[config.mk]
export PLATFORM = sky130hd
export DESIGN_NAME = hwfq_mul
export DESIGN_NICKNAME = d
export VERILOG_FILES = /design/src/hdl/hwfq_pkg.sv /design/src/hdl/hwfq_mul.sv
export SDC_FILE = /design/constraint.sdc
export NUM_CORES = 2
export LEC_CHECK = 0
export ABC_AREA = 1
export BUFFER_PORTS_ARGS = -buffer_cell sky130_fd_sc_hd__buf_2
export CAP_MARGIN = 0
export CORE_UTILIZATION = 45
export DETAILED_ROUTE_END_ITERATION = 10
export GPL_TIMING_DRIVEN = 0
export SYNTH_ARGS = -nofsm -noshare
export SYNTH_HDL_FRONTEND = slang
export SYNTH_SLANG_ARGS = --single-unit
[constraint.sdc]
create_clock -name clk -period 10.75 [get_ports clk]
set_clock_uncertainty 0.15 [all_clocks]
set_input_delay 2.15 -clock clk [delete_from_list [all_inputs] [get_ports clk]]
set_output_delay 2.15 -clock clk [all_outputs]
set_load 0.01 [all_outputs]
[src/hdl/hwfq_pkg.sv]
// ----------------------------------------------------------------------------
// hwfq_pkg: shared types and constants for the weak form quadrature block
// Item and queue structs, config register codes, the micro-op set and the
// micro-program that evaluates the residual and Jacobian integrands.
// ----------------------------------------------------------------------------
package hwfq_pkg;

  localparam int PC_W        = 6;
  localparam int QUEUE_DEPTH = 2;
  localparam int CFG_IDX_W   = 3;
  localparam int CFG_DATA_W  = 48;

  // Program entry points
  localparam logic [PC_W-1:0] PC_RES_EULER = 6'd0;
  localparam logic [PC_W-1:0] PC_RES_CN    = 6'd12;
  localparam logic [PC_W-1:0] PC_JAC       = 6'd32;

  localparam logic        RST_TIME_SCHEME = 1'b1;
  localparam logic        RST_FORM_KIND   = 1'b0;
  localparam logic [47:0] RST_CAP         = 48'd131072000000;
  localparam logic [31:0] RST_BASE        = 32'd655360;
  localparam logic [31:0] RST_SLOPE       = 32'd6554;

  localparam logic signed [63:0] SAT_MAX = {1'b0, {63{1'b1}}};
  localparam logic signed [63:0] SAT_MIN = {1'b1, 63'd0};

  typedef enum logic [CFG_IDX_W-1:0] {
    CFG_TIME_SCHEME = 3'd0,
    CFG_FORM_KIND   = 3'd1,
    CFG_CAP         = 3'd2,
    CFG_BASE        = 3'd3,
    CFG_SLOPE       = 3'd4
  } cfg_idx_t;

  typedef enum logic [2:0] {
    OP_MULQ,   // product shifted right by the fraction bits
    OP_MUL0,   // product kept at full fraction
    OP_ADD,
    OP_ADDH,   // second operand halved under Crank-Nicolson
    OP_ACC     // add into accumulator, retire the item
  } op_t;

  typedef enum logic [4:0] {
    SRC_W, SRC_TI, SRC_TIX, SRC_TIY, SRC_OV, SRC_OX, SRC_OY,
    SRC_VV, SRC_VX, SRC_VY, SRC_DIFF, SRC_CAP, SRC_BASE, SRC_SLOPE,
    SRC_T0, SRC_T1, SRC_T2, SRC_T3
  } src_t;

  typedef struct packed {
    op_t  op;
    src_t dst;
    src_t a;
    src_t b;
  } uop_t;

  typedef struct packed {
    logic        cn;
    logic        form;
    logic [47:0] cap;
    logic [31:0] base;
    logic [31:0] slope;
  } cfg_t;

  typedef struct packed {
    logic [30:0]        weight;
    logic signed [31:0] ti;
    logic signed [31:0] tix;
    logic signed [31:0] tiy;
    logic signed [31:0] ov;
    logic signed [31:0] ox;
    logic signed [31:0] oy;
    logic signed [31:0] vv;
    logic signed [31:0] vx;
    logic signed [31:0] vy;
    logic signed [32:0] diff;
    logic               last;
    logic [PC_W-1:0]    pc;
  } item_t;

  typedef struct packed {
    logic  push;
    item_t item;
  } q_wr_t;

  typedef struct packed {
    logic  empty;
    item_t head;
  } q_rd_t;

  typedef struct packed {
    logic               clip;
    logic signed [63:0] val;
  } sat_t;

  typedef struct packed {
    logic               start;
    logic               shift;
    logic signed [63:0] a;
    logic signed [63:0] b;
  } mul_req_t;

  typedef struct packed {
    logic done;
    sat_t res;
  } mul_rsp_t;

  function automatic uop_t mk(input op_t op, input src_t dst, input src_t a, input src_t b);
    uop_t u;
    u.op  = op;
    u.dst = dst;
    u.a   = a;
    u.b   = b;
    return u;
  endfunction

  function automatic uop_t uop_rom(input logic [PC_W-1:0] pc);
    uop_t r;
    case (pc)
      // residual, implicit Euler
      6'd0:  r = mk(OP_MULQ, SRC_T0, SRC_TI,    SRC_TI);
      6'd1:  r = mk(OP_MULQ, SRC_T0, SRC_SLOPE, SRC_T0);
      6'd2:  r = mk(OP_ADD,  SRC_T0, SRC_BASE,  SRC_T0);
      6'd3:  r = mk(OP_MULQ, SRC_T1, SRC_TIX,   SRC_VX);
      6'd4:  r = mk(OP_MULQ, SRC_T2, SRC_TIY,   SRC_VY);
      6'd5:  r = mk(OP_ADD,  SRC_T1, SRC_T1,    SRC_T2);
      6'd6:  r = mk(OP_MULQ, SRC_T0, SRC_T0,    SRC_T1);
      6'd7:  r = mk(OP_MULQ, SRC_T1, SRC_CAP,   SRC_DIFF);
      6'd8:  r = mk(OP_MULQ, SRC_T1, SRC_T1,    SRC_VV);
      6'd9:  r = mk(OP_ADDH, SRC_T1, SRC_T1,    SRC_T0);
      6'd10: r = mk(OP_MUL0, SRC_T1, SRC_W,     SRC_T1);
      6'd11: r = mk(OP_ACC,  SRC_T0, SRC_T1,    SRC_T0);
      // residual, Crank-Nicolson
      6'd12: r = mk(OP_MULQ, SRC_T0, SRC_TI,    SRC_TI);
      6'd13: r = mk(OP_MULQ, SRC_T0, SRC_SLOPE, SRC_T0);
      6'd14: r = mk(OP_ADD,  SRC_T0, SRC_BASE,  SRC_T0);
      6'd15: r = mk(OP_MULQ, SRC_T1, SRC_TIX,   SRC_VX);
      6'd16: r = mk(OP_MULQ, SRC_T2, SRC_TIY,   SRC_VY);
      6'd17: r = mk(OP_ADD,  SRC_T1, SRC_T1,    SRC_T2);
      6'd18: r = mk(OP_MULQ, SRC_T0, SRC_T0,    SRC_T1);
      6'd19: r = mk(OP_MULQ, SRC_T1, SRC_OV,    SRC_OV);
      6'd20: r = mk(OP_MULQ, SRC_T1, SRC_SLOPE, SRC_T1);
      6'd21: r = mk(OP_ADD,  SRC_T1, SRC_BASE,  SRC_T1);
      6'd22: r = mk(OP_MULQ, SRC_T2, SRC_OX,    SRC_VX);
      6'd23: r = mk(OP_MULQ, SRC_T3, SRC_OY,    SRC_VY);
      6'd24: r = mk(OP_ADD,  SRC_T2, SRC_T2,    SRC_T3);
      6'd25: r = mk(OP_MULQ, SRC_T1, SRC_T1,    SRC_T2);
      6'd26: r = mk(OP_MULQ, SRC_T2, SRC_CAP,   SRC_DIFF);
      6'd27: r = mk(OP_MULQ, SRC_T2, SRC_T2,    SRC_VV);
      6'd28: r = mk(OP_ADDH, SRC_T2, SRC_T2,    SRC_T0);
      6'd29: r = mk(OP_ADDH, SRC_T2, SRC_T2,    SRC_T1);
      6'd30: r = mk(OP_MUL0, SRC_T2, SRC_W,     SRC_T2);
      6'd31: r = mk(OP_ACC,  SRC_T0, SRC_T2,    SRC_T0);
      // Jacobian
      6'd32: r = mk(OP_MULQ, SRC_T0, SRC_TI,    SRC_TI);
      6'd33: r = mk(OP_MULQ, SRC_T0, SRC_SLOPE, SRC_T0);
      6'd34: r = mk(OP_ADD,  SRC_T0, SRC_BASE,  SRC_T0);
      6'd35: r = mk(OP_MULQ, SRC_T1, SRC_TIX,   SRC_VX);
      6'd36: r = mk(OP_MULQ, SRC_T2, SRC_TIY,   SRC_VY);
      6'd37: r = mk(OP_ADD,  SRC_T1, SRC_T1,    SRC_T2);
      6'd38: r = mk(OP_MULQ, SRC_T2, SRC_SLOPE, SRC_TI);
      6'd39: r = mk(OP_ADD,  SRC_T2, SRC_T2,    SRC_T2);
      6'd40: r = mk(OP_MULQ, SRC_T2, SRC_T2,    SRC_OV);
      6'd41: r = mk(OP_MULQ, SRC_T2, SRC_T2,    SRC_T1);
      6'd42: r = mk(OP_MULQ, SRC_T1, SRC_OX,    SRC_VX);
      6'd43: r = mk(OP_MULQ, SRC_T3, SRC_OY,    SRC_VY);
      6'd44: r = mk(OP_ADD,  SRC_T1, SRC_T1,    SRC_T3);
      6'd45: r = mk(OP_MULQ, SRC_T0, SRC_T0,    SRC_T1);
      6'd46: r = mk(OP_MULQ, SRC_T1, SRC_CAP,   SRC_OV);
      6'd47: r = mk(OP_MULQ, SRC_T1, SRC_T1,    SRC_VV);
      6'd48: r = mk(OP_ADDH, SRC_T1, SRC_T1,    SRC_T2);
      6'd49: r = mk(OP_ADDH, SRC_T1, SRC_T1,    SRC_T0);
      6'd50: r = mk(OP_MUL0, SRC_T1, SRC_W,     SRC_T1);
      6'd51: r = mk(OP_ACC,  SRC_T0, SRC_T1,    SRC_T0);
      default: r = mk(OP_ACC, SRC_T0, SRC_T0, SRC_T0);
    endcase
    return r;
  endfunction

endpackage

[src/hdl/hwfq_mul.sv]
// ----------------------------------------------------------------------------
// hwfq_mul: shared saturating multiplier
// Signed 64x64 product built from four 32x32 partial products, then shifted
// by the fraction bits with rounding toward minus infinity and saturated.
// ----------------------------------------------------------------------------
module hwfq_mul #(
  parameter int FRAC_BITS = 16
) (
  input  logic               clk,
  input  logic               rst,
  input  hwfq_pkg::mul_req_t req,
  output hwfq_pkg::mul_rsp_t rsp
);

  localparam logic [2:0]   STEP_LAST_PP  = 3'd3;
  localparam logic [2:0]   STEP_LAST_ADD = 3'd4;
  localparam logic [2:0]   STEP_FINISH   = 3'd5;
  localparam logic [127:0] REM_MASK      = (128'd1 << FRAC_BITS) - 128'd1;

  logic [63:0]  ua;
  logic [63:0]  ub;
  logic         neg;
  logic         shen;
  logic         busy;
  logic [2:0]   step;
  logic [63:0]  pp;
  logic [1:0]   pp_pos;
  logic [127:0] prod;
  logic         done_r;
  hwfq_pkg::sat_t res_r;

  logic [31:0]  a_word;
  logic [31:0]  b_word;
  logic [127:0] pp_shifted;
  logic [127:0] q;
  logic [127:0] qr;
  logic         rem;
  hwfq_pkg::sat_t fin;

  // partial product order: lo*lo, lo*hi, hi*lo, hi*hi
  assign a_word = step[1] ? ua[63:32] : ua[31:0];
  assign b_word = step[0] ? ub[63:32] : ub[31:0];

  always_comb begin
    case (pp_pos)
      2'd0:    pp_shifted = {64'd0, pp};
      2'd1:    pp_shifted = {32'd0, pp, 32'd0};
      default: pp_shifted = {pp, 64'd0};
    endcase
  end

  always_comb begin
    q   = shen ? (prod >> FRAC_BITS) : prod;
    rem = shen & (|(prod & REM_MASK));
    qr  = q + {127'd0, rem};
    if (!neg) begin
      fin.clip = |q[127:63];
      fin.val  = fin.clip ? hwfq_pkg::SAT_MAX : q[63:0];
    end else begin
      fin.clip = (|qr[127:64]) | (qr[63] & (|qr[62:0]));
      fin.val  = fin.clip ? hwfq_pkg::SAT_MIN : -qr[63:0];
    end
  end

  always_ff @(posedge clk) begin
    if (rst) begin
      busy   <= 1'b0;
      step   <= '0;
      done_r <= 1'b0;
    end else begin
      done_r <= 1'b0;
      if (req.start) begin
        busy <= 1'b1;
        step <= '0;
      end else if (busy) begin
        step <= step + 1'b1;
        if (step == STEP_FINISH) begin
          busy   <= 1'b0;
          done_r <= 1'b1;
        end
      end
    end
  end

  always_ff @(posedge clk) begin
    if (req.start) begin
      ua   <= req.a[63] ? -req.a : req.a;
      ub   <= req.b[63] ? -req.b : req.b;
      neg  <= req.a[63] ^ req.b[63];
      shen <= req.shift;
      prod <= '0;
    end else if (busy) begin
      if (step <= STEP_LAST_PP) begin
        pp     <= a_word * b_word;
        pp_pos <= {1'b0, step[1]} + {1'b0, step[0]};
      end
      if (step != '0 && step <= STEP_LAST_ADD) begin
        prod <= prod + pp_shifted;
      end
      if (step == STEP_FINISH) begin
        res_r <= fin;
      end
    end
  end

  assign rsp.done = done_r;
  assign rsp.res  = res_r;

endmodule

Yosys cells after proc, flatten, opt, wreduce, memory -nomap -nowiden
Index checks and enable logic that the tools add are counted.
{"block": "word_totals", "ff_bits": 394, "in_bits": 132}
{"block": "classes", "n_mux": 13, "order_cmp": 2, "add_sub_neg": 7, "n_reduce_logical": 12, "eq_ne": 2, "bitwise_logic": 6, "multipliers": 1}
{"operator": "case mux 128 bit (2 select lines)", "n": 1}
{"operator": "negator 64 bit", "n": 3}
{"operator": "adder 128 x 1 -> 128 bit", "n": 1}
{"operator": "adder 128 bit", "n": 1}
{"operator": "two-way mux 128 bit", "n": 1}
{"operator": "two-way mux 64 bit", "n": 2}
{"operator": "two-way mux 63 bit", "n": 2}
{"operator": "two-way mux 65 bit", "n": 1}
{"operator": "OR reduction 65 bit", "n": 1}
{"operator": "multiplier 32 x 32 -> 64 bit", "n": 1}
{"operator": "two-way mux 32 bit", "n": 2}
{"operator": "OR reduction 64 bit", "n": 1}
{"operator": "OR reduction 63 bit", "n": 1}
{"operator": "OR reduction 16 bit", "n": 1}
{"operator": "AND reduction 3 bit", "n": 2}
{"operator": "two-way mux 1 bit", "n": 4}
{"operator": "adder 3 x 1 -> 3 bit (second input constant)", "n": 1}
{"operator": "== test 3 bit (second input constant)", "n": 1}
{"operator": "less-or-equal comparator 3 x 2 -> 1 bit (second input constant)", "n": 1}
{"operator": "less-or-equal comparator 3 bit (second input constant)", "n": 1}
{"operator": "nonzero test 3 bit", "n": 1}
{"operator": "OR reduction 3 bit", "n": 1}
{"operator": "adder 1 x 1 -> 2 bit", "n": 1}
{"operator": "bitwise AND 1 bit", "n": 2}
{"operator": "other kinds (8)", "n": 9}

Depth between registers and ports, before layout
{"block": "logic_depth", "word_depth": 8, "ltp_mapped": 39}

Worst setup path before layout
OpenSTA, ideal clock, no wires.
{"block": "synth_timing", "path_type": "register to register", "startpoint": "register step[1]", "endpoint": "register pp[53] (data pin)", "stages_incl_launch_ff": 34, "arrival_ns": 7.661, "slack_ns": 2.686, "setup_time_ns": 0.252, "synth_period_minus_slack_ns": 8.064, "path_cell_list": "dfxtp_1 -> clkbuf_1 -> inv_1 -> clkbuf_1 -> or2_2 -> o21ai_0 -> clkbuf_1 -> buf_1 -> nor2_1 -> fa_1 -> fa_1 -> inv_1 -> fa_1 -> fa_1 -> inv_1 -> fa_1 -> inv_1 -> fa_1 -> fa_1 -> fa_1 -> inv_1 -> ha_1 -> nand2_1 -> inv_1 -> a21oi_1 -> a21boi_0 -> a21boi_0 -> o21ai_0 -> a31oi_1 -> o21ai_0 -> nand3_1 -> nand2_1 -> nand2_1 -> nand2_1"}
{"block": "synth_via", "elab_chain_len": 2}
{"item": "start, declared", "line_no": "hwfq_mul.sv:25", "text": "logic [2:0] step;"}
{"item": "start signal, assigned", "line_no": "hwfq_mul.sv:76", "text": "step <= step + 1'b1;"}
{"item": "two-way mux 32 bit", "line_no": "hwfq_mul.sv:41", "text": "assign a_word = step[1] ? ua[63:32] : ua[31:0];"}
{"item": "multiplier 32 x 32 -> 64 bit", "line_no": "hwfq_mul.sv:94", "text": "pp <= a_word * b_word;"}
{"item": "end signal, assigned", "line_no": "hwfq_mul.sv:94"}
{"item": "end, declared", "line_no": "hwfq_mul.sv:26", "text": "logic [63:0] pp;"}
No other way between the ends.
A chain may end at the register's enable or synchronous reset.

Worst setup path in the final report
{"block": "layout_timing", "startpoint": "register step[0]", "endpoint": "register pp[44] (data pin)"}
{"block": "layout_via", "elab_chain_len": 2}
{"item": "two-way mux 32 bit", "line_no": "hwfq_mul.sv:42", "text": "assign b_word = step[0] ? ub[63:32] : ub[31:0];"}
{"item": "multiplier 32 x 32 -> 64 bit", "line_no": "hwfq_mul.sv:94"}
No other way between the ends.

==> results.txt <==
----------------------------------------------------
[Synthesis]
  Synthesized netlist net count ... 11.48k
  Most used standard cell by instance count after synthesis ... nand2_1
  Synth Register Bits ... a little under 400
  Cell type with the largest total area after synthesis ... fa_1
  Post-synthesis instance total ... 10.05k
  Top cells by area, synth ... fa_1 (25%), nand2_1 (12%), edfxtp_1 (11%)
  Most numerous cell types in the synthesized netlist ... nand2_1 (2236), inv_1 (1900), nor2_1 (1628), fa_1 (897), a21oi_1 (489)
  Proportion of netlist area held by the largest area contributor ... 0.2543
  Async SR Flop Fraction ... 0
  Combined area of all synthesized cells ... 70620 um^2
  Portion of the post-synthesis area used by sequential elements ... 0.1487
  Top_reg_cell synth ... edfxtp_1
  Synth unique cells ... 60
  EDFF count, synth ... 261
  Synthesized area per cell ... 7.026 um^2
  Yosys warning count ... 0

[STA]
  Setup slack after layout ... -0.03450 ns
  Hold Vio Cnt, Final ... 0
  Setup repair after global routing missed its margin ... false
  Number of failing setup endpoints in the final timing report ... 1
  Minimum clock period after layout ... approximately 11 ns
  Period utilization ... 1.003
  Worst relative slew slack ... -0.1139
  Worst-margin pin slew ... 1.653 ns
  Final Slew Violations ... 13
  Maximum clock frequency ... 0.09273 GHz
  Setup TNS ... -0.03450 ns

[Final layout]
  Post-layout utilization of the core ... 0.4911
  Growth of design area from synthesis to finish ... 8.500%
  Filler cell count ... 16.18k
  Final layout net count ... around 12k
  Share of layout cells above drive strength 1 ... 0.06721

[Clock tree]
  Number of sinks on the clock net ... 394
  Inserted Clock Buffers ... 48
  Root cell of the clock tree ... clkbuf_16
  Max Root-Sink Buffers ... 3
  Skew-Pair Late Insertion Delay ... slightly below 0.7 ns
  CTS tree ... done
  Register clock-pin slew on the reported worst setup and hold paths ... 0.07 ns
  Number of hold buffers added after CTS ... 0
  CTS H-Tree Depth ... 2

[GRT]
  Global-route total usage across every layer ... 0.4452
  Global-route wire length before repair ... around 500000 um
  Global-route met3 utilization ... 0.1031
  Met2 Use GR ... 0.7140
  Maximum number of pins on one net before global-route repair ... just under 70
  Number of global-route vias before repair ... about 70k
  Total congestion overflow ... 0
  Initial antenna violation count ... 21
  Fraction of met1 tracks used by global routing ... 0.5013
  GRT Max-Usage Layer ... met2

[Die]
  Total Die Area ... 158500 um^2
  Die boundary width ... 398.1 um
  Std cell rows ... ~150
  Core region area ... 156000 um^2
  Chip height ... 398.1 um
  Total I/O pin count ... 198
  Starting density of the core ... 0.4526

[Critical path]
  Critical path startpoint category ... flip-flop
  Worst EP arrival ... 11.02 ns
  Required time of the critical path ... 10.98 ns
  Class of the most critical setup path ... flip-flop to flip-flop
  Slowest stage delay, CP ... between 0.7 and 0.8 ns
  CP max stage cell ... clkbuf_1
  Worst-path maximum fanout ... 10
  Most numerous cell on the critical path ... fa_1
  Sort of element at the end of the critical path ... flip-flop

[Min path]
  Class of the tightest hold or removal check ... flip-flop to flip-flop

[Drt]
  Initial drt markers ... 7275
  Drt pass-1 iters ... 6
  Drc violations ... 0
  Routed WL per cell ... between 20 and 30 um
  Total via count after detailed routing ... between 70k and 80k
  Avg Vias per Cell ... 5.727
  Antenna violation net count after detailed routing ... 0
  Wirelength, routed ... 357000 um

[Place]
  Detailed Place HPWL ... between 300000 and 400000 um
  Total of buffers placed on input and output ports ... 195
  Routability congestion estimate from global placement ... 1.100

[Run status]
  Failing checks ... max-capacitance violations, max-slew violations, negative setup slack
  Result of the run ... complete, but fails checks

[Flow run]
  Number of maximum-capacitance constraint violations ... 2

----------------------------------------------------
## cells in the final DEF (no fill, tap or decap), types with 60 or more instances in the layout
master	count
inv_1	1898
clkbuf_2	61
xor2_1	250
nor3_1	60
a21oi_1	488
o21ai_2	87
dfxtp_1	132
o22ai_1	65
o21ai_0	454
buf_2	206
fa_1	897
xnor2_1	99
nand3_1	181
nor2_1	1627
nand2_1	2236
ha_1	399
clkbuf_1	171
or2_2	69
edfxtp_1	261
## metrics by stage
stage	setup slack, ns	hold slack, ns	cells	cell area (um^2)
floorplan	2.686	0.3007	10051	70620
global route	0.006389	0.3922	12429	76600
CTS	0.03176	0.3460	12426	76510
finish	-0.03450	0.3534	12436	76620
global placement	-1.441	0.3197	12304	74170
detailed placement	-1.383	0.3344	12336	74750
## area by class of cell
| type | count | area, um^2 | area share |
|---|---|---|---|
| flip-flops and latches | 394 | 10500 | 0.1371 |
| plain buffers | 284 | 1385 | 0.01808 |
| well taps | 2058 | 2575 | 0.03361 |
| clock buffers | 53 | 1262 | 0.01648 |
| diodes | 7 | 17.52 | 0.0002286 |
| repair buffers | 236 | 1514 | 0.01976 |
| inverters | 1937 | 7302 | 0.09530 |
| clock inverters | 33 | 351.6 | 0.004589 |
| multi-input cells | 7434 | 51710 | 0.6749 |
## layer usage
layer,wire length (um),part of all wire
met1,125900,0.35
met2,160700,0.45
met3,32620,0.091
met4,37680,0.11
met5,103,0.00029
## repair_timing
action	4_1_cts	5_1_grt
setup buffers	6	3
gates cloned	0	0
pin swaps	0	0
gates resized for setup	71	70
setup endpoints to repair	39	14
## sequential cells by signal (all words and copies together) (netlist names)
register / cells
ub: 64
busy: 1
shen: 1
prod: 128
ua: 64
pp: 64
rsp: 65
step: 3
neg: 1
pp_pos: 2
done_r: 1
## logic make-up after synthesis
group                    count (synthesis)  share of synthesized area
AO/OA/AOI/OAI                         1345                     0.1067
XOR/XNOR                               349                    0.04329
adder cells (fa/ha/maj)               1296                     0.3250
buffers and inverters                 2223                     0.1213
flip-flops                             394                     0.1487
AND/OR/NAND/NOR                       4444                     0.2551
## worst paths after layout
| path | from | endpoint | slack [ns] | depth (start not counted) |
|---|---|---|---|---|
| worst max-delay path | step[0] | pp[44] | -0.03 | 30 |
| worst min-delay path | prod[0] | prod[0] | 0.35 | 2 |
| worst max register to register | step[0] | pp[44] | -0.03 | 30 |
| worst min register to register | prod[0] | prod[0] | 0.35 | 2 |
## worst max-delay path, delay by kind of cell (launching register included)
kind                     cells  cell delay [ns]
buffers and inverters       10             2.26
flip-flops                   1             0.54
adder cells (fa/ha/maj)      9             4.26
XOR/XNOR                     1             0.48
AO/OA/AOI/OAI                3             1.44
AND/OR/NAND/NOR              7             1.32
Power is not shown: default switching activity piles up to over one toggle a cycle in this logic, so the estimate is an artifact.
