File: src/hdl/hwfq_pkg.sv
// ----------------------------------------------------------------------------
// hwfq_pkg: shared types and constants for the weak form quadrature block
// Item and queue structs, config register codes, the micro-op set and the
// micro-program that evaluates the residual and Jacobian integrands.
// ----------------------------------------------------------------------------
package hwfq_pkg;

  localparam int PC_W        = 6;
  localparam int QUEUE_DEPTH = 2;
  localparam int CFG_IDX_W   = 3;
  localparam int CFG_DATA_W  = 48;

  // Program entry points
  localparam logic [PC_W-1:0] PC_RES_EULER = 6'd0;
  localparam logic [PC_W-1:0] PC_RES_CN    = 6'd12;
  localparam logic [PC_W-1:0] PC_JAC       = 6'd32;

  localparam logic        RST_TIME_SCHEME = 1'b1;
  localparam logic        RST_FORM_KIND   = 1'b0;
  localparam logic [47:0] RST_CAP         = 48'd131072000000;
  localparam logic [31:0] RST_BASE        = 32'd655360;
  localparam logic [31:0] RST_SLOPE       = 32'd6554;

  localparam logic signed [63:0] SAT_MAX = {1'b0, {63{1'b1}}};
  localparam logic signed [63:0] SAT_MIN = {1'b1, 63'd0};

  typedef enum logic [CFG_IDX_W-1:0] {
    CFG_TIME_SCHEME = 3'd0,
    CFG_FORM_KIND   = 3'd1,
    CFG_CAP         = 3'd2,
    CFG_BASE        = 3'd3,
    CFG_SLOPE       = 3'd4
  } cfg_idx_t;

  typedef enum logic [2:0] {
    OP_MULQ,   // product shifted right by the fraction bits
    OP_MUL0,   // product kept at full fraction
    OP_ADD,
    OP_ADDH,   // second operand halved under Crank-Nicolson
    OP_ACC     // add into accumulator, retire the item
  } op_t;

  typedef enum logic [4:0] {
    SRC_W, SRC_TI, SRC_TIX, SRC_TIY, SRC_OV, SRC_OX, SRC_OY,
    SRC_VV, SRC_VX, SRC_VY, SRC_DIFF, SRC_CAP, SRC_BASE, SRC_SLOPE,
    SRC_T0, SRC_T1, SRC_T2, SRC_T3
  } src_t;

  typedef struct packed {
    op_t  op;
    src_t dst;
    src_t a;
    src_t b;
  } uop_t;

  typedef struct packed {
    logic        cn;
    logic        form;
    logic [47:0] cap;
    logic [31:0] base;
    logic [31:0] slope;
  } cfg_t;

  typedef struct packed {
    logic [30:0]        weight;
    logic signed [31:0] ti;
    logic signed [31:0] tix;
    logic signed [31:0] tiy;
    logic signed [31:0] ov;
    logic signed [31:0] ox;
    logic signed [31:0] oy;
    logic signed [31:0] vv;
    logic signed [31:0] vx;
    logic signed [31:0] vy;
    logic signed [32:0] diff;
    logic               last;
    logic [PC_W-1:0]    pc;
  } item_t;

  typedef struct packed {
    logic  push;
    item_t item;
  } q_wr_t;

  typedef struct packed {
    logic  empty;
    item_t head;
  } q_rd_t;

  typedef struct packed {
    logic               clip;
    logic signed [63:0] val;
  } sat_t;

  typedef struct packed {
    logic               start;
    logic               shift;
    logic signed [63:0] a;
    logic signed [63:0] b;
  } mul_req_t;

  typedef struct packed {
    logic done;
    sat_t res;
  } mul_rsp_t;

  function automatic uop_t mk(input op_t op, input src_t dst, input src_t a, input src_t b);
    uop_t u;
    u.op  = op;
    u.dst = dst;
    u.a   = a;
    u.b   = b;
    return u;
  endfunction

  function automatic uop_t uop_rom(input logic [PC_W-1:0] pc);
    uop_t r;
    case (pc)
      // residual, implicit Euler
      6'd0:  r = mk(OP_MULQ, SRC_T0, SRC_TI,    SRC_TI);
      6'd1:  r = mk(OP_MULQ, SRC_T0, SRC_SLOPE, SRC_T0);
      6'd2:  r = mk(OP_ADD,  SRC_T0, SRC_BASE,  SRC_T0);
      6'd3:  r = mk(OP_MULQ, SRC_T1, SRC_TIX,   SRC_VX);
      6'd4:  r = mk(OP_MULQ, SRC_T2, SRC_TIY,   SRC_VY);
      6'd5:  r = mk(OP_ADD,  SRC_T1, SRC_T1,    SRC_T2);
      6'd6:  r = mk(OP_MULQ, SRC_T0, SRC_T0,    SRC_T1);
      6'd7:  r = mk(OP_MULQ, SRC_T1, SRC_CAP,   SRC_DIFF);
      6'd8:  r = mk(OP_MULQ, SRC_T1, SRC_T1,    SRC_VV);
      6'd9:  r = mk(OP_ADDH, SRC_T1, SRC_T1,    SRC_T0);
      6'd10: r = mk(OP_MUL0, SRC_T1, SRC_W,     SRC_T1);
      6'd11: r = mk(OP_ACC,  SRC_T0, SRC_T1,    SRC_T0);
      // residual, Crank-Nicolson
      6'd12: r = mk(OP_MULQ, SRC_T0, SRC_TI,    SRC_TI);
      6'd13: r = mk(OP_MULQ, SRC_T0, SRC_SLOPE, SRC_T0);
      6'd14: r = mk(OP_ADD,  SRC_T0, SRC_BASE,  SRC_T0);
      6'd15: r = mk(OP_MULQ, SRC_T1, SRC_TIX,   SRC_VX);
      6'd16: r = mk(OP_MULQ, SRC_T2, SRC_TIY,   SRC_VY);
      6'd17: r = mk(OP_ADD,  SRC_T1, SRC_T1,    SRC_T2);
      6'd18: r = mk(OP_MULQ, SRC_T0, SRC_T0,    SRC_T1);
      6'd19: r = mk(OP_MULQ, SRC_T1, SRC_OV,    SRC_OV);
      6'd20: r = mk(OP_MULQ, SRC_T1, SRC_SLOPE, SRC_T1);
      6'd21: r = mk(OP_ADD,  SRC_T1, SRC_BASE,  SRC_T1);
      6'd22: r = mk(OP_MULQ, SRC_T2, SRC_OX,    SRC_VX);
      6'd23: r = mk(OP_MULQ, SRC_T3, SRC_OY,    SRC_VY);
      6'd24: r = mk(OP_ADD,  SRC_T2, SRC_T2,    SRC_T3);
      6'd25: r = mk(OP_MULQ, SRC_T1, SRC_T1,    SRC_T2);
      6'd26: r = mk(OP_MULQ, SRC_T2, SRC_CAP,   SRC_DIFF);
      6'd27: r = mk(OP_MULQ, SRC_T2, SRC_T2,    SRC_VV);
      6'd28: r = mk(OP_ADDH, SRC_T2, SRC_T2,    SRC_T0);
      6'd29: r = mk(OP_ADDH, SRC_T2, SRC_T2,    SRC_T1);
      6'd30: r = mk(OP_MUL0, SRC_T2, SRC_W,     SRC_T2);
      6'd31: r = mk(OP_ACC,  SRC_T0, SRC_T2,    SRC_T0);
      // Jacobian
      6'd32: r = mk(OP_MULQ, SRC_T0, SRC_TI,    SRC_TI);
      6'd33: r = mk(OP_MULQ, SRC_T0, SRC_SLOPE, SRC_T0);
      6'd34: r = mk(OP_ADD,  SRC_T0, SRC_BASE,  SRC_T0);
      6'd35: r = mk(OP_MULQ, SRC_T1, SRC_TIX,   SRC_VX);
      6'd36: r = mk(OP_MULQ, SRC_T2, SRC_TIY,   SRC_VY);
      6'd37: r = mk(OP_ADD,  SRC_T1, SRC_T1,    SRC_T2);
      6'd38: r = mk(OP_MULQ, SRC_T2, SRC_SLOPE, SRC_TI);
      6'd39: r = mk(OP_ADD,  SRC_T2, SRC_T2,    SRC_T2);
      6'd40: r = mk(OP_MULQ, SRC_T2, SRC_T2,    SRC_OV);
      6'd41: r = mk(OP_MULQ, SRC_T2, SRC_T2,    SRC_T1);
      6'd42: r = mk(OP_MULQ, SRC_T1, SRC_OX,    SRC_VX);
      6'd43: r = mk(OP_MULQ, SRC_T3, SRC_OY,    SRC_VY);
      6'd44: r = mk(OP_ADD,  SRC_T1, SRC_T1,    SRC_T3);
      6'd45: r = mk(OP_MULQ, SRC_T0, SRC_T0,    SRC_T1);
      6'd46: r = mk(OP_MULQ, SRC_T1, SRC_CAP,   SRC_OV);
      6'd47: r = mk(OP_MULQ, SRC_T1, SRC_T1,    SRC_VV);
      6'd48: r = mk(OP_ADDH, SRC_T1, SRC_T1,    SRC_T2);
      6'd49: r = mk(OP_ADDH, SRC_T1, SRC_T1,    SRC_T0);
      6'd50: r = mk(OP_MUL0, SRC_T1, SRC_W,     SRC_T1);
      6'd51: r = mk(OP_ACC,  SRC_T0, SRC_T1,    SRC_T0);
      default: r = mk(OP_ACC, SRC_T0, SRC_T0, SRC_T0);
    endcase
    return r;
  endfunction

endpackage

File: src/hdl/hwfq_front.sv
// ----------------------------------------------------------------------------
// hwfq_front: point intake
// Accepts quadrature points, picks the micro-program for the current form
// and time scheme, forms the value difference and pushes into the queue.
// ----------------------------------------------------------------------------
module hwfq_front (
  input  hwfq_pkg::cfg_t     cfg,
  input  logic               in_valid,
  output logic               in_stall,
  input  logic [30:0]        weight,
  input  logic signed [31:0] iter_val,
  input  logic signed [31:0] iter_dx,
  input  logic signed [31:0] iter_dy,
  input  logic signed [31:0] other_val,
  input  logic signed [31:0] other_dx,
  input  logic signed [31:0] other_dy,
  input  logic signed [31:0] test_val,
  input  logic signed [31:0] test_dx,
  input  logic signed [31:0] test_dy,
  input  logic               last_point,
  input  logic               q_full,
  output hwfq_pkg::q_wr_t    q_wr
);

  logic [hwfq_pkg::PC_W-1:0] start_pc;

  always_comb begin
    if (cfg.form) begin
      start_pc = hwfq_pkg::PC_JAC;
    end else if (cfg.cn) begin
      start_pc = hwfq_pkg::PC_RES_CN;
    end else begin
      start_pc = hwfq_pkg::PC_RES_EULER;
    end
  end

  assign in_stall = q_full;

  always_comb begin
    q_wr.push        = in_valid & ~q_full;
    q_wr.item.weight = weight;
    q_wr.item.ti     = iter_val;
    q_wr.item.tix    = iter_dx;
    q_wr.item.tiy    = iter_dy;
    q_wr.item.ov     = other_val;
    q_wr.item.ox     = other_dx;
    q_wr.item.oy     = other_dy;
    q_wr.item.vv     = test_val;
    q_wr.item.vx     = test_dx;
    q_wr.item.vy     = test_dy;
    // fits in 33 bits, never clips
    q_wr.item.diff   = {iter_val[31], iter_val} - {other_val[31], other_val};
    q_wr.item.last   = last_point;
    q_wr.item.pc     = start_pc;
  end

endmodule

File: config.mk
export PLATFORM = sky130hd
export DESIGN_NAME = hwfq_front
export DESIGN_NICKNAME = d
export VERILOG_FILES = /design/src/hdl/hwfq_pkg.sv /design/src/hdl/hwfq_front.sv
export SDC_FILE = /design/constraint.sdc
export NUM_CORES = 1
export LEC_CHECK = 0
export ABC_AREA = 1
export BUFFER_PORTS_ARGS = -buffer_cell sky130_fd_sc_hd__buf_2
export CAP_MARGIN = 30
export CORE_AREA = 3 3 305 307
export DETAILED_ROUTE_END_ITERATION = 16
export DIE_AREA = 0 0 308 310
export PLACE_DENSITY_LB_ADDON = 0.15
export SYNTH_ARGS = -nofsm -noshare
export SYNTH_HDL_FRONTEND = slang
export SYNTH_SLANG_ARGS = --single-unit
File: constraint.sdc
create_clock -name vclk -period 3.8
set_clock_uncertainty 0.15 [all_clocks]
set_input_delay 0.76 -clock vclk [all_inputs]
set_output_delay 0.76 -clock vclk [all_outputs]
set_load 0.02 [all_outputs]
* After elaboration in Yosys (flattened, before gate mapping)
Cells that the tools add are included.
** Storage, ports and cells
- Logic and storage cells :: 5
- Input port bits :: 436
- Register bits :: 0
- Output and inout port bits :: 361
** Cells by class
- Mux-type cells :: 2
- Bitwise logic cells :: 2
- Add/subtract/negate cells :: 1
** Operators by type and width (count)
- 32-bit by 32-bit subtractor with 33-bit output :: 1
- 6-bit 2-to-1 mux :: 1
- 4-bit 2-to-1 mux :: 1
- 1-bit bitwise AND :: 1
- 1-bit NOT :: 1

* Longest topological paths before layout
Gate-level depths: netlist of run 1.
- Depth after elaboration :: 2
- Mapped depth :: 14
- Mapped depth without buffers :: 14

* Least setup slack after synthesis of run 1
No wires, ideal clock.
- Path kind :: input-to-output
- Start point :: input iter_val[0]
- End point :: output q_wr[19] (netlist name)
- Path buffers :: 0
- Required time :: 2.890 ns
- Arrival :: 2.240 ns
- Stages :: 11
- Setup slack :: 0.650 ns
- Cell sequence :: inv_1 -> ha_1 -> fa_1 -> inv_1 -> nand2_1 -> nand2_1 -> nand3_1 -> nand2_2 -> nand2_1 -> nand2_2 -> xor2_1
** RTL lines
- from (decl) :: RTL line hwfq_front.sv:11 : input logic signed [31:0] iter_val,
- to (decl) :: RTL line hwfq_front.sv:22 : output hwfq_pkg::q_wr_t q_wr

==> impl_metrics.yaml, run 1 <==
place:
  dp_hpwl_mm: 23.2
  pre_cts_ws_ns: 0.0937
  place.gp.congestion: 0.683
  io_buffers: 170
  detailed_place.area_sq_um: 4950
run:
  drv_cap: 0
synthesis:
  netlist-cell-type-count: 19
  seq_area_frac_synth: 0
  syn-instance-count: 890
  synth_top_area_frac: 0.485
  syn_area_sq_um: 5050
  synth_top_cells_by_area: "buf_4 48%, nand2_1 18%, inv_1 12%"
  synth.avg_cell_area_sq_um: 5.67
  synth_largest_area_cell: "buf_4"
  yosysWarnings: 0
drt:
  wire_per_inst_um: 12.9
  drtIter0Drc: 126
  drc_errors: 0
  vias: 4126
  totalWireLength_mm: 24.7
  drt_pass1_iterations: 4
  ant_nets: 0
  drt-vias-per-instance: 2.15
setup_path:
  cp_common_cell: "nand2_1"
  worstPathRequired_ns: 2.89
  cp-start-kind: "input port"
  path_cells: "buf_2 > inv_1 > ha_1 > fa_1 > inv_1 > nand2_1 > nand2_1 > nand3_1 > nand2_2 > nand2_1 > nand2_4 > xor2_1 > buf_2"
  worstPathArrival_ns: 2.68
  cpMaxStageDelayCell: "fa_1"
  worstSetupPathType: "input port to primary output"
  cp_num_buf_inv: 4
  crit_path_max_incr_delay_ns: 0.43
  crit_family: "adder cells"
  cp_max_fo: 3
  crit_path_end_kind: "primary output"
global_route:
  first_global_vias: 4334
  antenna_found_initial: 0
  grt_usage: 0.0477
  overflow: 0
  grt_pass1_wl_mm: 32.0
  grt_max_degree: 7
die:
  die_area_sq_um: 95500
  dieHeight_um: 310
  die_x_um: 308
  initial_core_util: 0.0559
  std_cell_rows: 110
  core_sq_um: 90300
  boundaryPins: 797
final_layout:
  area_delta_synth_final_pct: -1.54
  stdcell_area_sq_um: 4970
  clkbuf_count: 0
  seq_area_sq_um: 0
  layout-drive-gt1-share: 0.249
  insertedDiodeCount: 0
  nNetsFinal: 1211
  design.seq.count: 0
sta:
  hold_viol_final: 0
  hold_ws_ns: 1.37
  rsz0062_at_grt: "false"
  finalSetupTns_ns: 0
  setup_ws_ns: 0.214
  slew_viol_final: 0
  final-setup-viol-count: 0
  max_freq_mhz: 279
  fin_crit_sh: 0.944
  fin_crit_ns: 3.59
hold_path:
  hp-class: "input port to primary output"
power_and_ir_drop:
  vdd_ir_drop_max_mv: 0.0372
  p_leak_nw: 2.74
  p_per_area_nw_per_um2: 159
clock_network:
  ctsHoldBuffers: 0
outcome:
  status: "complete, no violations"
[path summary, 6_finish.rpt]
path	slack, ns	end	startpoint	depth (start not counted)
setup / recovery	0.21	q_wr[19]	iter_val[0]	13
hold / removal	1.37	q_wr[109]	test_val[5]	0
[kinds of logic (layout without fill, tap and decap cells)]
| logic type | Yosys count | count (layout) | synth area share |
|---|---|---|---|
| AOI/OAI and AO/OA | 22 | 22 | 0.0228 |
| xor gates and xnor gates | 15 | 15 | 0.0260 |
| adders and majority gates | 33 | 33 | 0.0833 |
| buffers and inverters | 487 | 335 | 0.604 |
| other | 1 | 3 | 0.000743 |
| and+or+nand+nor | 332 | 332 | 0.263 |
[cell usage in the layout (no fill, tap or decap), drive strengths merged]
| master | count |
|---|---|
| fa | 1 |
| inv | 161 |
| conb | 3 |
| xor2 | 13 |
| nand2 | 255 |
| nor3 | 2 |
| or2 | 1 |
| a21o | 1 |
| a21oi | 20 |
| nand4 | 4 |
| o21bai | 1 |
| nor2 | 44 |
| nand3 | 24 |
| and2 | 2 |
| buf | 174 |
| xnor2 | 2 |
| ha | 32 |
[cell usage after synthesis (all sizes together)]
cell	number
buf	326
nand2	255
inv	161
nor2	44
ha	32
nand3	24
a21oi	20
xor2	13
nand4	4
and2	2
nor3	2
xnor2	2
a21o	1
conb	1
fa	1
o21bai	1
or2	1
[layer usage]
metal / track usage / part of all wire
met5: 0.0252 / 0.011
met4: 0.0197 / 0.040
met3: 0.0339 / 0.16
met2: 0.0763 / 0.44
met1: 0.0459 / 0.34
[what timing repair did]
item                       in CTS  in global routing
setup endpoints to repair       0                  5
gates resized for setup         0                  2
setup buffers                   0                  1
[metrics by stage]
step,instances,power (W),util
2_1_floorplan,892,0.000899,-
3_3_place_gp,1915,0.000839,0.0549
3_5_place_dp,1915,0.000835,0.0549
4_1_cts,1915,0.000838,0.0549
5_1_grt,1916,0.000908,0.0551
6_report,1916,0.000789,0.0551
[cell type report]
cell class | instances | area (sq um)
Fill cell | 10900 | 85300
Inverter | 161 | 604
Multi-Input combinational cell | 405 | 2010
Tap cell | 1176 | 1470
Timing Repair Buffer | 174 | 881
[power by group]
part           switching (W)  internal [W]  leakage [nW]  total (W)
combinational       0.000552      0.000238          2.74   0.000789
clock                      0             0             0          0
sequential                 0             0             0          0
total               0.000552      0.000238          2.74   0.000789
(Power assumes the default switching activity.)
==> run 2, diff against run 1 <==
- REMOVE_ABC_BUFFERS: unset -> 1
- TNS_END_PERCENT: unset -> 50
==> run 2 against run 1 <==
Against the previous run:
- combinational power up 5.4%
- sequential share of layout area stayed put
- critical path depth is 3 higher
- first-iteration DRC count up 73%
- count of clock-buffer cells in the layout is the same
- die area unchanged
- utilization about the same
- power rose by 5.5%
- sequential cell count did not move
- wire length increased to 3.2 times the previous value
- fmax up 1.6%
- non-clock buffer count is 2 lower
- critical path type unchanged
- largest power group unchanged
==> impl_metrics.yaml, run 2 (synthesized netlist as in run 1, its figures left out) <==
outcome:
  status: "complete, no violations"
clock_network:
  ctsHoldBuffers: 0
  post_cts_buffers: 0
sta:
  fin_crit_ns: 3.53
  finalSetupTns_ns: 0
  hold_ws_ns: 1.37
  final-setup-viol-count: 0
  hold_viol_final: 0
  slew_viol_final: 0
  max_freq_mhz: 283
  rsz0062_at_grt: "false"
  fin_crit_sh: 0.929
final_layout:
  final_common_cell: "nand2_1"
  final_cell_mix: "247 x nand2_1, 169 x buf_2, 161 x inv_1"
  utilization: 0.0550
  seq_area_sq_um: 0
  clkbuf_count: 0
  area_delta_synth_final_pct: -1.64
  layout-drive-gt1-share: 0.249
  design.seq.count: 0
  stdcell_area_sq_um: 4970
  nNetsFinal: 1209
global_route:
  first_global_vias: 4335
  antenna_found_initial: 6
  overflow: 0
  grt_usage: 0.155
  grt_pass1_wl_mm: 86.5
  grt_max_degree: 7
hold_path:
  hp-class: "input port to primary output"
  hp-start: "test_dx[19]"
setup_path:
  crit_family: "simple AND/OR/NAND/NOR gates"
  crit_start: "iter_val[0]"
  worstPathRequired_ns: 2.89
  crit_path_max_incr_delay_ns: 0.37
  cp_max_fo: 3
  cp_common_cell: "nand2_1"
  cpMaxStageDelayCell: "fa_2"
  cp-start-kind: "input port"
  worstSetupPathType: "input port to primary output"
  cp_num_buf_inv: 4
  crit_path_end_kind: "primary output"
  worstPathArrival_ns: 2.62
  path_cells: "buf_2 > inv_1 > ha_1 > fa_2 > inv_1 > nand2_1 > nand2_1 > nand3_2 > nand2_4 > nand2_1 > nand2_2 > nand2_1 > nand2_1 > nand2_1 > nand2_1 > buf_4"
drt:
  vias: 4522
  drt_pass1_iterations: 4
  ant_nets: 0
  drtIter0Drc: 218
  totalWireLength_mm: 78.4
  drt-vias-per-instance: 2.36
  drc_errors: 0
  wire_per_inst_um: 40.9
die:
  boundaryPins: 797
  die_area_sq_um: 95500
  die_x_um: 308
  std_cell_rows: 110
  initial_core_util: 0.0559
  core_sq_um: 90300
  dieHeight_um: 310
place:
  dp_hpwl_mm: 76.5
  place.gp.congestion: 0.854
  io_buffers: 170
  detailed_place.area_sq_um: 4950
power_and_ir_drop:
  p_per_area_nw_per_um2: 168
  p_leak_nw: 2.73
  vdd_ir_drop_max_mv: 0.0300
run:
  drv_cap: 0
## run 2: cell type report
cell class,instances,area (sq um)
inverters,161,604
repair buffers,172,868
fillers,10800,85300
multi-input cells,405,2020
diodes,2,5.00
well taps,1176,1470
## run 2: final timing paths
check        to  slack, ns  cells after the start
max    q_wr[31]       0.27                     16
min    q_wr[91]       1.37                      0
## run 2: metrics by stage
step | instances | setup WS [ns] | total power [W]
after CTS | 1914 | 0.0391 | 0.000856
after floorplan | 566 | 0.650 | 0.000401
final | 1916 | 0.271 | 0.000832
after global placement | 1914 | 0.0369 | 0.000855
after global routing | 1914 | 0.0274 | 0.000931
after detailed placement | 1914 | 0.0479 | 0.000852
## run 2: power by group
group	leakage, nW	switching [W]	internal [W]	total [W]
clock network	0.0000127	0	0.0000000000437	0.0000000000437
logic	2.73	0.000596	0.000236	0.000832
registers	0	0	0	0
total	2.73	0.000596	0.000236	0.000832
## run 2: what timing repair did
item | in CTS | in global routing
resized for setup | 0 | 4
hold endpoints to repair | 0 | 0
setup endpoints to repair | 0 | 5
## run 2: metal layers
| layer | track usage | vias to the layer above | part of all wire |
|---|---|---|---|
| li1 | - | 1979 | - |
| met2 | 0.270 | 696 | 0.48 |
| met5 | 0.0406 | - | 0.0071 |
| met3 | 0.236 | 40 | 0.33 |
| met1 | 0.0757 | 1799 | 0.17 |
| met4 | 0.0191 | 8 | 0.016 |
==> run 3, diff against run 2 <==
- BUFFER_PORTS_ARGS: -buffer_cell sky130_fd_sc_hd__buf_2 -> -buffer_cell sky130_fd_sc_hd__clkbuf_2
- CORE_AREA: 3 3 305 307 -> 2 2 313 315
- DIE_AREA: 0 0 308 310 -> 0 0 315 317
- SLEW_MARGIN: unset -> 20
==> run 3 against run 2 <==
Against the previous run:
- die area rose by 4.6%
- critical path depth unchanged
- cell count rose by 5.1%
- count of clock-buffer cells in the layout did not move
- critical endpoint is now q_wr[27]
- fmax down 1.2%
- worst hold slack about the same
- sequential share of layout area is the same
- global-route usage is 0.61 points lower
- combinational power is 0.5% lower
- sequential cell count stayed put
- via count down 2.3%
==> impl_metrics.yaml, run 3 (synthesized netlist as in run 1, its figures left out) <==
final_layout:
  insertedDiodeCount: 0
  utilization: 0.0527
  final_cell_mix: "247 x nand2_1, 168 x clkbuf_2, 161 x inv_1"
  layout-drive-gt1-share: 0.248
  n_fill_cell: 11600
  final_common_cell: "nand2_1"
  seq_area_sq_um: 0
  clkbuf_count: 0
  area_delta_synth_final_pct: 0.545
  nNetsFinal: 1209
  design.seq.count: 0
  multi_input_area_sq_um: 2010
  fin_cells: 2014
power_and_ir_drop:
  p_leak_nw: 2.77
  power_frac_seq: 0
  p_per_area_nw_per_um2: 163
  switchingPower_w: 0.000595
  internal-power_w: 0.000232
  pwr-share-comb: 1.000
  p_sw_frac: 0.719
  clkPwrFrac: 0
  vdd_ir_drop_max_mv: 0.0221
  power_w: 0.000828
clock_network:
  post_cts_buffers: 0
setup_path:
  cp_num_buf_inv: 4
  worstPathArrival_ns: 2.66
  worstSetupPathType: "input port to primary output"
  cpMaxStageDelayCell: "fa_2"
  crit_path_max_incr_delay_ns: 0.37
  crit_path_end_kind: "primary output"
  crit_path_end: "q_wr[27]"
  crit_family: "simple AND/OR/NAND/NOR gates"
  cp_max_fo: 3
  cp_common_cell: "nand2_1"
  cp.depth: 16
  crit_start: "iter_val[0]"
  cp-start-kind: "input port"
  worstPathRequired_ns: 2.89
  path_cells: "clkbuf_2 > inv_1 > ha_1 > fa_2 > inv_1 > nand2_1 > nand2_1 > nand3_1 > nand2_2 > nand2_1 > nand2_2 > nand2_1 > nand2_1 > nand2_1 > nand2_1 > clkbuf_2"
sta:
  hold_viol_final: 0
  max_freq_mhz: 280
  rsz0062_at_grt: "false"
  finalSetupTns_ns: 0
  fin_crit_sh: 0.940
  fin_crit_ns: 3.57
  final-setup-viol-count: 0
  setup_ws_ns: 0.229
  slew_viol_final: 0
place:
  place.gp.congestion: 0.878
  pre_cts_ws_ns: 0.0703
  dp_hpwl_mm: 76.7
  io_buffers: 170
  dpl.cell_count: 2014
global_route:
  overflow: 0
  antenna_found_initial: 2
  first_global_vias: 4327
  grt_pass1_wl_mm: 86.5
  grt_usage: 0.149
  grt_max_degree: 7
drt:
  wire_per_inst_um: 38.8
  ant_nets: 0
  vias: 4416
  drt_pass1_iterations: 4
  drt-vias-per-instance: 2.19
  totalWireLength_mm: 78.2
  drtIter0Drc: 141
  drc_errors: 0
hold_path:
  hp-start: "other_dy[24]"
  hp-class: "input port to primary output"
run:
  drv_cap: 0
die:
  die_area_sq_um: 99900
  core_sq_um: 96300
  boundaryPins: 797
  dieHeight_um: 317
  die_x_um: 315
  initial_core_util: 0.0524
  std_cell_rows: 114
outcome:
  status: "complete, no violations"
==> run 3: cell count changes in the layout (fill, tap and decap cells not counted), sizes merged <==
cell,previous run,this run
buf,172,4
clkbuf,0,168
diode,2,0
==> run 3: power by group through the flow <==
stage | registers, W | logic, W | clock network [W]
final | 0 | 0.000828 | 0
after floorplan | 0 | 0.000401 | 0
after global placement | 0 | 0.000857 | 0
after CTS | 0 | 0.000858 | 0
after global routing | 0 | 0.000936 | 0
after detailed placement | 0 | 0.000856 | 0
==> run 3: worst min-delay path by stage <==
stage                     depth (start not counted)   endpoint  slack [ns]
after CTS                                         0  q_wr[143]        1.37
after global routing                              0  q_wr[143]        1.37
after detailed placement                          0  q_wr[143]        1.37
after floorplan                                   0   in_stall        1.37
after global placement                            0  q_wr[143]        1.37
final                                             0  q_wr[160]        1.37
==> run 3: through the flow <==
stage,hold WS (ns),instance area [sq um]
2_1_floorplan,1.37,2610
3_3_place_gp,1.37,5070
3_5_place_dp,1.37,5070
4_1_cts,1.37,5070
5_1_grt,1.37,5080
6_report,1.37,5080
==> run 3: layout make-up <==
type / instances / area share
inverter: 161 / 0.119
multi-input combinational: 405 / 0.395
tap: 1276 / 0.315
timing repair buffer: 172 / 0.171
==> run 3: timing repair <==
item | CTS | global route
hold buffers | 0 | 0
endpoints found under the setup margin | 0 | 7
gates resized for setup | 0 | 5
==> run 3: routing by layer <==
metal | share of wire | global-route usage | vias to the layer above | wire length, um
met4 | 0.0033 | 0.00357 | 6 | 255
met1 | 0.16 | 0.0697 | 1769 | 12800
met3 | 0.33 | 0.228 | 12 | 25800
li1 | - | - | 1985 | -
met5 | 0.0026 | 0.0142 | - | 207
met2 | 0.50 | 0.270 | 644 | 39100
